--- src/rtl/sfra_pkg.sv ---
package sfra_pkg;

  // Sizes of the pattern window and of the replacement text
  localparam int MAX_PATTERN_BYTES     = 8;
  localparam int MAX_REPLACEMENT_BYTES = 8;
  localparam int WIN_IDX_W             = 3;
  localparam int LEN_W                 = 4;
  localparam int CFG_W                 = 64;

  // Depth of the job queue between front and back
  localparam int Q_DEPTH = 4;
  localparam int Q_PTR_W = 2;
  localparam int Q_CNT_W = 3;

  // Configuration register indexes
  typedef enum logic [1:0] {
    REG_PATTERN    = 2'd0,
    REG_SEARCH_LEN = 2'd1,
    REG_REPL_TEXT  = 2'd2,
    REG_REPL_LEN   = 2'd3
  } sfra_reg_t;

  // One job for the back end: up to eight bytes to emit, oldest in bits 7:0.
  // A job with no bytes and the last flag set gives the empty end marker.
  typedef struct packed {
    logic [CFG_W-1:0] bytes;
    logic [LEN_W-1:0] count;
    logic             last;
  } sfra_job_t;

endpackage

--- src/rtl/stream_find_replace_all.sv ---
// Streaming find-and-replace-all over a byte stream.
// Input channel (in_valid/in_ready): one source byte per item, in_last_byte
// marks the final byte of a stream. Output channel (out_valid/out_ready):
// one rewritten byte per item; out_run_last flags the final item caused by
// an input, out_stream_end the final item of the stream, and an item with
// out_byte_valid low is the empty end marker.
// Configuration (cfg_we/cfg_index/cfg_wdata): pattern, search length,
// replacement text, replacement length; write only while the block is idle.
// Writing the search length drops any bytes held in the window.
// Each item passes the job queue, the job register and the output register
// before its first result appears. Throughput: one input item per cycle
// and one result per cycle while the receiver is ready; each result of an
// item, the end marker too, is one output item. A four-entry job queue
// absorbs replacement bursts, and the input stalls only when that queue is full.
// Reset empties the window, the job queue and the output register and loads
// the register defaults (search length 1, everything else zero).
// When the receiver stalls, the output item holds and the queue fills.
module stream_find_replace_all import sfra_pkg::*; (
  input  logic             clk,
  input  logic             rst_n,
  input  logic             cfg_we,
  input  logic [1:0]       cfg_index,
  input  logic [CFG_W-1:0] cfg_wdata,
  input  logic             in_valid,
  output logic             in_ready,
  input  logic [7:0]       in_data_byte,
  input  logic             in_last_byte,
  output logic             out_valid,
  input  logic             out_ready,
  output logic [7:0]       out_out_byte,
  output logic             out_byte_valid,
  output logic             out_run_last,
  output logic             out_stream_end
);

  logic      job_push;
  sfra_job_t job_in;
  logic      q_full;
  logic      q_pop;
  logic      q_valid;
  sfra_job_t job_out;

  // Front: window update and classification
  sfra_front u_front (
    .clk          (clk),
    .rst_n        (rst_n),
    .cfg_we       (cfg_we),
    .cfg_index    (cfg_index),
    .cfg_wdata    (cfg_wdata),
    .in_valid     (in_valid),
    .in_ready     (in_ready),
    .in_data_byte (in_data_byte),
    .in_last_byte (in_last_byte),
    .q_full       (q_full),
    .job_push     (job_push),
    .job_data     (job_in)
  );

  // Job queue
  sfra_queue u_queue (
    .clk       (clk),
    .rst_n     (rst_n),
    .push      (job_push),
    .din       (job_in),
    .full      (q_full),
    .pop       (q_pop),
    .not_empty (q_valid),
    .dout      (job_out)
  );

  // Back: byte emission
  sfra_back u_back (
    .clk            (clk),
    .rst_n          (rst_n),
    .q_valid        (q_valid),
    .q_data         (job_out),
    .q_pop          (q_pop),
    .out_valid      (out_valid),
    .out_ready      (out_ready),
    .out_out_byte   (out_out_byte),
    .out_byte_valid (out_byte_valid),
    .out_run_last   (out_run_last),
    .out_stream_end (out_stream_end)
  );

endmodule

--- src/rtl/sfra_front.sv ---
module sfra_front import sfra_pkg::*; (
  input  logic             clk,
  input  logic             rst_n,
  input  logic             cfg_we,
  input  logic [1:0]       cfg_index,
  input  logic [CFG_W-1:0] cfg_wdata,
  input  logic             in_valid,
  output logic             in_ready,
  input  logic [7:0]       in_data_byte,
  input  logic             in_last_byte,
  input  logic             q_full,
  output logic             job_push,
  output sfra_job_t        job_data
);

  logic [CFG_W-1:0] pattern_r;
  logic [LEN_W-1:0] slen_r;
  logic [CFG_W-1:0] repl_r;
  logic [LEN_W-1:0] rlen_r;
  logic [LEN_W-1:0] held_r;
  logic [LEN_W-1:0] held_nxt;
  logic [7:0]       win_r     [MAX_PATTERN_BYTES];
  logic [7:0]       win_nxt   [MAX_PATTERN_BYTES];
  logic [7:0]       win_new   [MAX_PATTERN_BYTES];
  logic [MAX_PATTERN_BYTES-1:0] byte_ok;

  logic [LEN_W-1:0] plen;
  logic [LEN_W-1:0] rlen;
  logic [LEN_W-1:0] cnt;
  logic [CFG_W-1:0] win_flat;
  logic             accept;
  logic             full;
  logic             hit;
  sfra_reg_t        reg_sel;

  assign reg_sel  = sfra_reg_t'(cfg_index);
  assign in_ready = !q_full;
  assign accept   = in_valid && in_ready;

  // Effective lengths after clamping
  always_comb begin
    if (slen_r == '0) begin
      plen = LEN_W'(1);
    end else if (slen_r > LEN_W'(MAX_PATTERN_BYTES)) begin
      plen = LEN_W'(MAX_PATTERN_BYTES);
    end else begin
      plen = slen_r;
    end
    if (rlen_r > LEN_W'(MAX_REPLACEMENT_BYTES)) begin
      rlen = LEN_W'(MAX_REPLACEMENT_BYTES);
    end else begin
      rlen = rlen_r;
    end
  end

  // Window with the new byte in place, and per-byte pattern compare
  always_comb begin
    for (int i = 0; i < MAX_PATTERN_BYTES; i++) begin
      win_new[i] = (held_r[WIN_IDX_W-1:0] == WIN_IDX_W'(i)) ? in_data_byte : win_r[i];
      win_flat[8*i +: 8] = win_new[i];
      byte_ok[i] = (LEN_W'(i) >= plen) || (win_new[i] == pattern_r[8*i +: 8]);
    end
  end

  assign cnt  = held_r + LEN_W'(1);
  assign full = (cnt == plen);
  assign hit  = full && (&byte_ok);

  // Classify the item into a job and the next window state
  always_comb begin
    held_nxt       = cnt;
    job_data.bytes = win_flat;
    job_data.count = '0;
    job_data.last  = in_last_byte;
    for (int i = 0; i < MAX_PATTERN_BYTES; i++) begin
      win_nxt[i] = win_new[i];
    end
    priority if (hit) begin
      job_data.bytes = repl_r;
      job_data.count = rlen;
      held_nxt       = '0;
    end else if (full && !in_last_byte) begin
      // oldest byte leaves, the rest move down one place
      job_data.count = LEN_W'(1);
      held_nxt       = plen - LEN_W'(1);
      for (int i = 0; i < MAX_PATTERN_BYTES - 1; i++) begin
        win_nxt[i] = win_new[i+1];
      end
    end else if (in_last_byte) begin
      job_data.count = cnt;
      held_nxt       = '0;
    end else begin
      held_nxt = cnt;
    end
  end

  assign job_push = accept && ((job_data.count != '0) || in_last_byte);

  // Configuration registers and fill count
  always_ff @(posedge clk) begin
    if (!rst_n) begin
      pattern_r <= '0;
      slen_r    <= LEN_W'(1);
      repl_r    <= '0;
      rlen_r    <= '0;
      held_r    <= '0;
    end else begin
      if (accept) begin
        held_r <= held_nxt;
      end
      if (cfg_we) begin
        unique case (reg_sel)
          REG_PATTERN:    pattern_r <= cfg_wdata;
          REG_SEARCH_LEN: begin
            slen_r <= cfg_wdata[LEN_W-1:0];
            held_r <= '0;
          end
          REG_REPL_TEXT:  repl_r <= cfg_wdata;
          REG_REPL_LEN:   rlen_r <= cfg_wdata[LEN_W-1:0];
          default: ;
        endcase
      end
    end
  end

  // Window bytes
  always_ff @(posedge clk) begin
    if (accept) begin
      for (int i = 0; i < MAX_PATTERN_BYTES; i++) begin
        win_r[i] <= win_nxt[i];
      end
    end
  end

  // The fill count stays below the pattern length
  a_held_below_len: assert property (@(posedge clk) disable iff (!rst_n)
    held_r < plen) else $error("window fill count reached pattern length");

endmodule

--- src/rtl/sfra_queue.sv ---
module sfra_queue import sfra_pkg::*; (
  input  logic      clk,
  input  logic      rst_n,
  input  logic      push,
  input  sfra_job_t din,
  output logic      full,
  input  logic      pop,
  output logic      not_empty,
  output sfra_job_t dout
);

  sfra_job_t          mem_r [Q_DEPTH];
  logic [Q_PTR_W-1:0] wr_ptr_r;
  logic [Q_PTR_W-1:0] rd_ptr_r;
  logic [Q_CNT_W-1:0] count_r;

  assign full      = (count_r == Q_CNT_W'(Q_DEPTH));
  assign not_empty = (count_r != '0);
  assign dout      = mem_r[rd_ptr_r];

  // Pointers and occupancy
  always_ff @(posedge clk) begin
    if (!rst_n) begin
      wr_ptr_r <= '0;
      rd_ptr_r <= '0;
      count_r  <= '0;
    end else begin
      if (push) begin
        wr_ptr_r <= wr_ptr_r + Q_PTR_W'(1);
      end
      if (pop) begin
        rd_ptr_r <= rd_ptr_r + Q_PTR_W'(1);
      end
      unique case ({push, pop})
        2'b10:   count_r <= count_r + Q_CNT_W'(1);
        2'b01:   count_r <= count_r - Q_CNT_W'(1);
        default: count_r <= count_r;
      endcase
    end
  end

  // Job storage
  always_ff @(posedge clk) begin
    if (push) begin
      mem_r[wr_ptr_r] <= din;
    end
  end

  a_no_overflow: assert property (@(posedge clk) disable iff (!rst_n)
    !(push && full)) else $error("job queue written while full");

  a_no_underflow: assert property (@(posedge clk) disable iff (!rst_n)
    !(pop && !not_empty)) else $error("job queue read while empty");

endmodule

--- src/rtl/sfra_back.sv ---
module sfra_back import sfra_pkg::*; (
  input  logic      clk,
  input  logic      rst_n,
  input  logic      q_valid,
  input  sfra_job_t q_data,
  output logic      q_pop,
  output logic      out_valid,
  input  logic      out_ready,
  output logic [7:0] out_out_byte,
  output logic      out_byte_valid,
  output logic      out_run_last,
  output logic      out_stream_end
);

  logic             act_r;
  logic [CFG_W-1:0] bytes_r;
  logic [LEN_W-1:0] left_r;
  logic             last_r;

  logic             out_valid_r;
  logic [7:0]       byte_r;
  logic             bvalid_r;
  logic             run_last_r;
  logic             stream_end_r;

  logic can_emit;
  logic emit;
  logic fin;

  assign can_emit = !out_valid_r || out_ready;
  assign emit     = act_r && can_emit;
  assign fin      = (left_r <= LEN_W'(1));
  assign q_pop    = q_valid && (!act_r || (emit && fin));

  // Current job: one byte leaves per emitted item
  always_ff @(posedge clk) begin
    if (!rst_n) begin
      act_r       <= 1'b0;
      out_valid_r <= 1'b0;
    end else begin
      if (q_pop) begin
        act_r <= 1'b1;
      end else if (emit && fin) begin
        act_r <= 1'b0;
      end
      if (emit) begin
        out_valid_r <= 1'b1;
      end else if (out_ready) begin
        out_valid_r <= 1'b0;
      end
    end
  end

  always_ff @(posedge clk) begin
    if (q_pop) begin
      bytes_r <= q_data.bytes;
      left_r  <= q_data.count;
      last_r  <= q_data.last;
    end else if (emit) begin
      bytes_r <= bytes_r >> 8;
      left_r  <= left_r - LEN_W'(1);
    end
  end

  // Output register; an empty job gives the end marker with a zero byte
  always_ff @(posedge clk) begin
    if (emit) begin
      byte_r       <= (left_r == '0) ? 8'h00 : bytes_r[7:0];
      bvalid_r     <= (left_r != '0);
      run_last_r   <= fin;
      stream_end_r <= fin && last_r;
    end
  end

  assign out_valid      = out_valid_r;
  assign out_out_byte   = byte_r;
  assign out_byte_valid = bvalid_r;
  assign out_run_last   = run_last_r;
  assign out_stream_end = stream_end_r;

  a_marker_ends: assert property (@(posedge clk) disable iff (!rst_n)
    out_valid_r && !bvalid_r |-> run_last_r && stream_end_r)
    else $error("end marker not flagged as stream end");

  a_end_is_run_last: assert property (@(posedge clk) disable iff (!rst_n)
    out_valid_r && stream_end_r |-> run_last_r)
    else $error("stream end without run last");

  a_job_len: assert property (@(posedge clk) disable iff (!rst_n)
    act_r |-> left_r <= LEN_W'(MAX_PATTERN_BYTES))
    else $error("job byte count out of range");

endmodule
--- config.mk ---
export PLATFORM = sky130hd
export DESIGN_NAME = stream_find_replace_all
export DESIGN_NICKNAME = d
export VERILOG_FILES = /design/src/rtl/sfra_pkg.sv /design/src/rtl/stream_find_replace_all.sv /design/src/rtl/sfra_front.sv /design/src/rtl/sfra_queue.sv /design/src/rtl/sfra_back.sv
export SDC_FILE = /design/constraint.sdc
export NUM_CORES = 1
export LEC_CHECK = 0
export ABC_AREA = 1
export BUFFER_PORTS_ARGS = -buffer_cell sky130_fd_sc_hd__buf_4
export CORE_ASPECT_RATIO = 1.1
export CORE_MARGIN = 4
export CORE_UTILIZATION = 62
export DETAILED_ROUTE_END_ITERATION = 8
export PLACE_DENSITY = 0.8
export SKIP_LAST_GASP = 1
export SLEW_MARGIN = 20
export SYNTH_ARGS = -nofsm -noshare
export SYNTH_HDL_FRONTEND = slang
export SYNTH_SLANG_ARGS = --single-unit
--- constraint.sdc ---
create_clock -name clk -period 10.64 [get_ports clk]
set_input_delay 3.192 -clock clk [delete_from_list [all_inputs] [get_ports clk]]
set_output_delay 3.192 -clock clk [all_outputs]
set_load 0.02 [all_outputs]
=== Word-level counts from Yosys, hierarchy flattened ===
Memories as Yosys holds them, arrays and structs flattened. A register that Yosys moved wholly into a read port is not among the register bits.
Index checks and enable logic that the tools add are counted.

* Register bits after elaboration: 229
* Bits of input ports: 80
* Logic and storage cells: 136
* Bits in writable memories: 340
* Bits in read-only memories: 0
* Bits in latches: 0
* Output and inout bits: 13
* Memories: 2

* Div/mod/pow operators: 0
* Reductions and logical operators: 39
* Add/sub/neg operators: 7
* Equality and inequality tests: 22
* Shift-type cells: 0
* Bitwise gates (word level): 0
* Multipliers: 0
* Multiplexer cells: 38
* Order comparisons: 11

{| class="wikitable"
|+ Memory list
! name !! words !! bits a word !! read ports !! clocked after Yosys merged registers in !! write ports !! RTL line !! source
|-
| u_queue.mem_r || 4 || 69 || 1 || 1 || 1 || sfra_queue.sv:12 || <nowiki>sfra_job_t mem_r [Q_DEPTH];</nowiki>
|-
| u_front.win_r || 8 || 8 || 8 || 0 || 8 || sfra_front.sv:22 || <nowiki>logic [7:0] win_r [MAX_PATTERN_BYTES];</nowiki>
|}

{| class="wikitable"
|+ Operator list
! kind !! count
|-
| two-way mux 64 bit || 3
|-
| two-way mux 56 bit || 2
|-
| == test 8 bit || 8
|-
| two-way mux 8 bit || 8
|-
| two-way mux 4 bit || 14
|-
| >= comparator 3 x 4 -> 1 bit (first input constant) || 4
|-
| == test 3 bit (second input constant) || 5
|-
| logical OR 1 bit || 11
|-
| >= comparator 1 x 4 -> 1 bit (first input constant) || 2
|-
| >= comparator 2 x 4 -> 1 bit (first input constant) || 2
|-
| greater-than comparator 4 bit (second input constant) || 2
|-
| logical AND 1 bit || 8
|-
| zero test 4 bit || 2
|-
| two-way mux 1 bit || 8
|-
| AND reduction 2 bit || 4
|-
| AND reduction 8 bit || 1
|-
| nonzero test 2 bit || 4
|-
| nonzero test 4 bit || 2
|-
| subtractor 4 x 1 -> 4 bit (second input constant) || 2
|-
| == test 2 bit (second input constant) || 3
|-
| == test 3 x 2 -> 1 bit (second input constant) || 2
|-
| one-hot mux 3 bit (2 select lines) || 1
|-
| adder 2 x 1 -> 2 bit (second input constant) || 2
|-
| adder 4 x 1 -> 4 bit (second input constant) || 1
|-
| 11 further kinds || 16
|}

=== Depth between registers and ports, before layout ===
* Depth after elaboration: 13
* Gate-level depth with buffers: 29

=== By module ===
Synthesis repeated with hierarchy kept, for this count alone.

* Cell total of the unflattened synthesis: 2713
* Area total of the unflattened synthesis: 25459.4 um^2

{| class="wikitable"
|+ By module, submodules not included
! module !! area each (um^2) !! cells each !! instances
|-
| sfra_front || 11111.9 || 1640 || 1
|-
| sfra_queue || 10677.7 || 724 || 1
|-
| sfra_back || 3669.8 || 349 || 1
|}

=== Worst setup path after synthesis ===
No wires, ideal clock.

* Kind: input -> register
* Start point: input out_ready
* End point: register u_back.bytes_r[0], enable pin
* Data arrival time: 8.114 ns
* Stages on the path: 4
* Buffers on the path: 0
* Setup slack: 1.938 ns
* Required time: 10.052 ns
* Cells stage by stage: inv_1 -> nand2_1 -> inv_1 -> o21ai_0

* Cells in the longest elaborated chain, start to end: 6

{| class="wikitable"
|+ Ends and longest elaborated chain
! item !! RTL line !! source
|-
| from (decl) || stream_find_replace_all.sv:29 || <nowiki>input logic out_ready,</nowiki>
|-
| logical OR 1 bit (*) || sfra_back.sv:30 || <nowiki>assign can_emit = !out_valid_r || out_ready;</nowiki>
|-
| logical AND 1 bit (*) || sfra_back.sv:31 || <nowiki>assign emit = act_r && can_emit;</nowiki>
|-
| logical AND 1 bit || sfra_back.sv:33 || <nowiki>assign q_pop = q_valid && (!act_r || (emit && fin));</nowiki>
|-
| logical OR 1 bit || sfra_back.sv:33 ||
|-
| logical AND 1 bit || sfra_back.sv:33 ||
|-
| nonzero test 2 bit (no line) (*) || - ||
|-
| to (signal assigned) || sfra_back.sv:56 || <nowiki>bytes_r <= q_data.bytes;</nowiki>
|-
| to (signal assigned) || sfra_back.sv:60 || <nowiki>bytes_r <= bytes_r >> 8;</nowiki>
|-
| to (decl) || sfra_back.sv:16 || <nowiki>logic [CFG_W-1:0] bytes_r;</nowiki>
|}

Every way passes the cells marked *; elsewhere a longest branch is shown, timed or not.
A chain may end at the register's enable or synchronous reset.

=== Final worst setup path ===
* Start point: input in_data_byte[4]
* End point: register u_queue.count_r[2]

* Cells in the longest elaborated chain, start to end: 11

{| class="wikitable"
|+ Ends and longest elaborated chain
! item !! RTL line !! source
|-
| from (decl) || stream_find_replace_all.sv:26 || <nowiki>input logic [7:0] in_data_byte,</nowiki>
|-
| two-way mux 8 bit || sfra_front.sv:59 || <nowiki>win_new[i] = (held_r[WIN_IDX_W-1:0] == WIN_IDX_W'(i)) ? in_data_byte : win_r[i];</nowiki>
|-
| == test 8 bit || sfra_front.sv:61 || <nowiki>byte_ok[i] = (LEN_W'(i) >= plen) || (win_new[i] == pattern_r[8*i +: 8]);</nowiki>
|-
| logical OR 1 bit || sfra_front.sv:61 ||
|-
| AND reduction 8 bit (*) || sfra_front.sv:67 || <nowiki>assign hit = full && (&byte_ok);</nowiki>
|-
| logical AND 1 bit (*) || sfra_front.sv:67 ||
|-
| two-way mux 4 bit (*) || sfra_front.sv:78 || <nowiki>priority if (hit) begin</nowiki>
|-
| nonzero test 4 bit (*) || sfra_front.sv:97 || <nowiki>assign job_push = accept && ((job_data.count != '0) || in_last_byte);</nowiki>
|-
| logical OR 1 bit (*) || sfra_front.sv:97 ||
|-
| logical AND 1 bit (*) || sfra_front.sv:97 ||
|-
| == test 2 x 1 -> 1 bit / == test 2 bit (equally long branches) || sfra_queue.sv:34 || <nowiki>unique case ({push, pop})</nowiki>
|-
| one-hot mux 3 bit (2 select lines) / nonzero test 2 bit (equally long branches) || - ||
|-
| to (signal assigned) || sfra_queue.sv:35 || <nowiki>2'b10: count_r <= count_r + Q_CNT_W'(1);</nowiki>
|-
| to (signal assigned) || sfra_queue.sv:36 || <nowiki>2'b01: count_r <= count_r - Q_CNT_W'(1);</nowiki>
|-
| to (signal assigned) || sfra_queue.sv:37 || <nowiki>default: count_r <= count_r;</nowiki>
|-
| to (decl) || sfra_queue.sv:15 || <nowiki>logic [Q_CNT_W-1:0] count_r;</nowiki>
|}

Marked as above.

==> flow_metrics.env <==
export IMPL_status="finished clean"
export IMPL_worst_slew_pin_slew_ns=1.21
export IMPL_fp_dieArea_mm2=0.0435
export IMPL_cts_root_buf="clkbuf_16"
export IMPL_antennaDiodeCount=0
export IMPL_cts_sinks=571
export IMPL_ys_warn_count=0
export IMPL_hpwlAfterDp_um=40500
export IMPL_setup_viol=0
export IMPL_grt_pass1_vias=18100
export IMPL_drc=0
export IMPL_gp_congestion=0.953
export IMPL_min_from="u_front.repl_r[45]"
export IMPL_drtAntennaViolNets=0
export IMPL_drive_gt1_share_pct=8.67
export IMPL_vias=19000
export IMPL_cts_tree="done"
export IMPL_synth_nets=2743
export IMPL_hold_viol=0
export IMPL_yosysMostFrequentCell="nand2_1"
export IMPL_row_count=76
export IMPL_p_switching_mw=2.43
export IMPL_ys_types=36
export IMPL_insertion_delay_ns=0.62
export IMPL_vdd_drop_max_uv=167
export IMPL_start_kind="input pin"
export IMPL_report_final_slew_viol_count=0
export IMPL_drv_cap=0
export IMPL_yosys_area_top_type="edfxtp_1"
export IMPL_wire_per_inst_um=19.8
export IMPL_r2r_start="u_front.held_r[2]"
export IMPL_synthArstFlopShare_pct=0
export IMPL_clockBufferDepth=3
export IMPL_power_leakage_nw=10.7
export IMPL_ys_top_cells_by_area="edfxtp_1, dfxtp_1, o21ai_0"
export IMPL_syn_to_final_growth_pct=10.5
export IMPL_syn_avg_cell_area_um2=9.43
export IMPL_synth_flop_cell="edfxtp_1"
export IMPL_cts_made_buffers=54
export IMPL_track_usage_pct=29.1
export IMPL_end_kind="register"
export IMPL_internal_power_mw=4.66
export IMPL_drt_iter0_drc=2008
export IMPL_rsz0062_at_grt="false"
export IMPL_yosys_area_top_type_share_pct=50.6
export IMPL_finalCriticalPeriod_ns=6.59
export IMPL_vias_per_cell=5.90
export IMPL_ys_ff_latch=571
export IMPL_period_share_pct=61.9
export IMPL_grt_ovfl_total=0
export IMPL_yosysSeqAreaShare_pct=62.7
export IMPL_post_cts_buffers=0
export IMPL_initial_utilization_pct=63.2
export IMPL_die_w_um=199
export IMPL_dr_pass1_iters=6
export IMPL_hold_class="register to register"
export IMPL_nNetsFinal=2762
export IMPL_synth_edff_count=420
export IMPL_grt_start_max_net_pins=108
export IMPL_path_clk_slew_ns=0.06
export IMPL_critPathMaxFanout=41
export IMPL_die_h_um=218
export IMPL_whs_ns=0.448
export IMPL_syn_area_mm2=0.0249
export IMPL_drt_wl_total_um=63600
export IMPL_swShare_pct=34.3
export IMPL_coreArea_mm2=0.0395
export IMPL_finClkSkew_ns=0.0154
export IMPL_portBuffers=92
export IMPL_cts_resized_gates=0
export IMPL_syn_inst=2645
export IMPL_fmax_mhz=152
export IMPL_p_clk_share_pct=26.4
export IMPL_io_pins=93
export IMPL_antenna_found_initial=1
export IMPL_power_density_mw_per_mm2=257
export IMPL_dpl_cell_area_mm2=0.0258
export IMPL_synth_commonest_cells="nand2_1, nor2_1, edfxtp_1, o21ai_0, inv_1"
export IMPL_seqPwrFrac_pct=45.5
export IMPL_grt_pass1_wl_um=98100
export IMPL_slew_headroom_pct=18.6
export IMPL_path_class="input pin to register"
export IMPL_fin_area_mm2=0.0276
export IMPL_htreeDepth=2
export IMPL_pwr_share_comb_pct=28.1
export IMPL_critPathRequiredTime_ns=11.14
export IMPL_hold_buffers=0
export IMPL_finalSetupTns_ns=0
export IMPL_startpoint="in_data_byte[4]"
export IMPL_cp_arrival_ns=7.09
logic make-up (layout without fill, tap and decap cells):
family | after synthesis | after routing | synth area share, %
compound gates | 627 | 627 | 13.2
xor+xnor | 7 | 7 | 0.246
fa+ha+maj | 18 | 18 | 0.933
buf+inv | 361 | 426 | 5.94
flops | 571 | 571 | 62.7
simple gates | 1061 | 1061 | 17.0
registers in the layout (all words and copies together), names as in the netlist, named ones only:
| name | cells |
|---|---|
| u_queue.rd_ptr_r | 2 |
| u_queue.mem_r | 276 |
| u_back.bytes_r | 64 |
| u_front.held_r | 4 |
| u_front.slen_r | 4 |
| u_front.rlen_r | 4 |
| u_back.act_r | 1 |
| u_back.out_byte_valid | 1 |
| u_queue.count_r | 3 |
| u_back.left_r | 4 |
| u_back.out_stream_end | 1 |
| u_front.pattern_r | 64 |
| u_back.last_r | 1 |
| u_back.out_valid | 1 |
| u_front.win_r | 64 |
| u_back.out_run_last | 1 |
| u_queue.wr_ptr_r | 2 |
| u_front.repl_r | 64 |
| u_back.out_out_byte | 8 |
layout make-up:
class | instances | area [um^2]
repair buffers | 112 | 866
inverters | 212 | 796
clock inverters | 27 | 209
fillers | 2879 | 11900
flip-flops and latches | 571 | 15600
clock buffers | 75 | 1510
well taps | 507 | 634
multi-input cells | 1713 | 7910
cells in the final DEF (no fill, tap or decap), types with 15 or more instances in the layout:
cell type,netlist,layout
edfxtp_1,420,420
o21ai_1,15,15
nor2_1,462,456
ha_1,17,17
dfxtp_1,151,149
clkbuf_16,0,55
a21oi_1,136,136
nand3_1,64,63
buf_4,4,110
nand2_1,485,485
nand3b_1,27,27
inv_1,209,206
a31oi_1,79,79
o21ai_0,377,376
worst max-delay path: stages:
cell     delay, ns
buf_4         0.21
inv_1         0.16
o21ai_0       0.36
nand2_1       0.08
nand2_1       0.08
nand2_1       0.04
nor2_1        0.09
nand2_1       0.10
nand2_1       0.12
nand2_1       0.11
nor2_4        0.14
nand2_4       0.22
nand2_4       0.46
nand2_2       0.10
nor2_2        0.14
nand2_2       0.13
nand2_2       0.23
ha_1          0.19
inv_1         0.07
fa_1          0.37
a21oi_1       0.15
o21ai_0       0.12
o21ai_0       0.15
a21oi_1       0.06
power by group through the flow:
stage | combinational [mW] | clock (mW) | sequential [mW]
after floorplan | 1.36 | 0 | 3.25
after global placement | 1.90 | 0 | 3.25
after detailed placement | 1.97 | 0 | 3.27
after CTS | 1.98 | 1.89 | 3.23
after global routing | 2.23 | 1.99 | 3.26
final | 1.99 | 1.87 | 3.23
per-stage QoR:
| step | std cells | power, mW | util [%] | setup slack, ns |
|---|---|---|---|---|
| after detailed placement | 3115 | 5.24 | 65.5 | 3.47 |
| after global routing | 3217 | 7.49 | 69.8 | 3.76 |
| after CTS | 3217 | 7.10 | 69.8 | 4.11 |
| after global placement | 3115 | 5.15 | 65.5 | 3.58 |
| after floorplan | 2645 | 4.61 | - | 1.94 |
| final | 3217 | 7.10 | 69.8 | 4.05 |
path summary, 6_finish.rpt:
| kind | endpoint | slack (ns) | cells after the start |
|---|---|---|---|
| max | u_queue.count_r[2] | 4.05 | 24 |
| max reg2reg | u_queue.count_r[2] | 5.24 | 27 |
| min reg2reg | u_front.repl_r[45] | 0.45 | 2 |
| min | u_front.repl_r[45] | 0.45 | 2 |
per-layer routing:
metal	vias to the layer above	share of wire, %	global-route usage, %	routed length (um)
met5	-	0	0	0
met4	0	3.7	10.3	2370
met1	8986	40	40.1	25400
met2	868	48	47.8	30600
li1	8975	-	-	-
met3	158	8.2	4.04	5190
No activity file was read; power rests on OpenSTA's default activity.
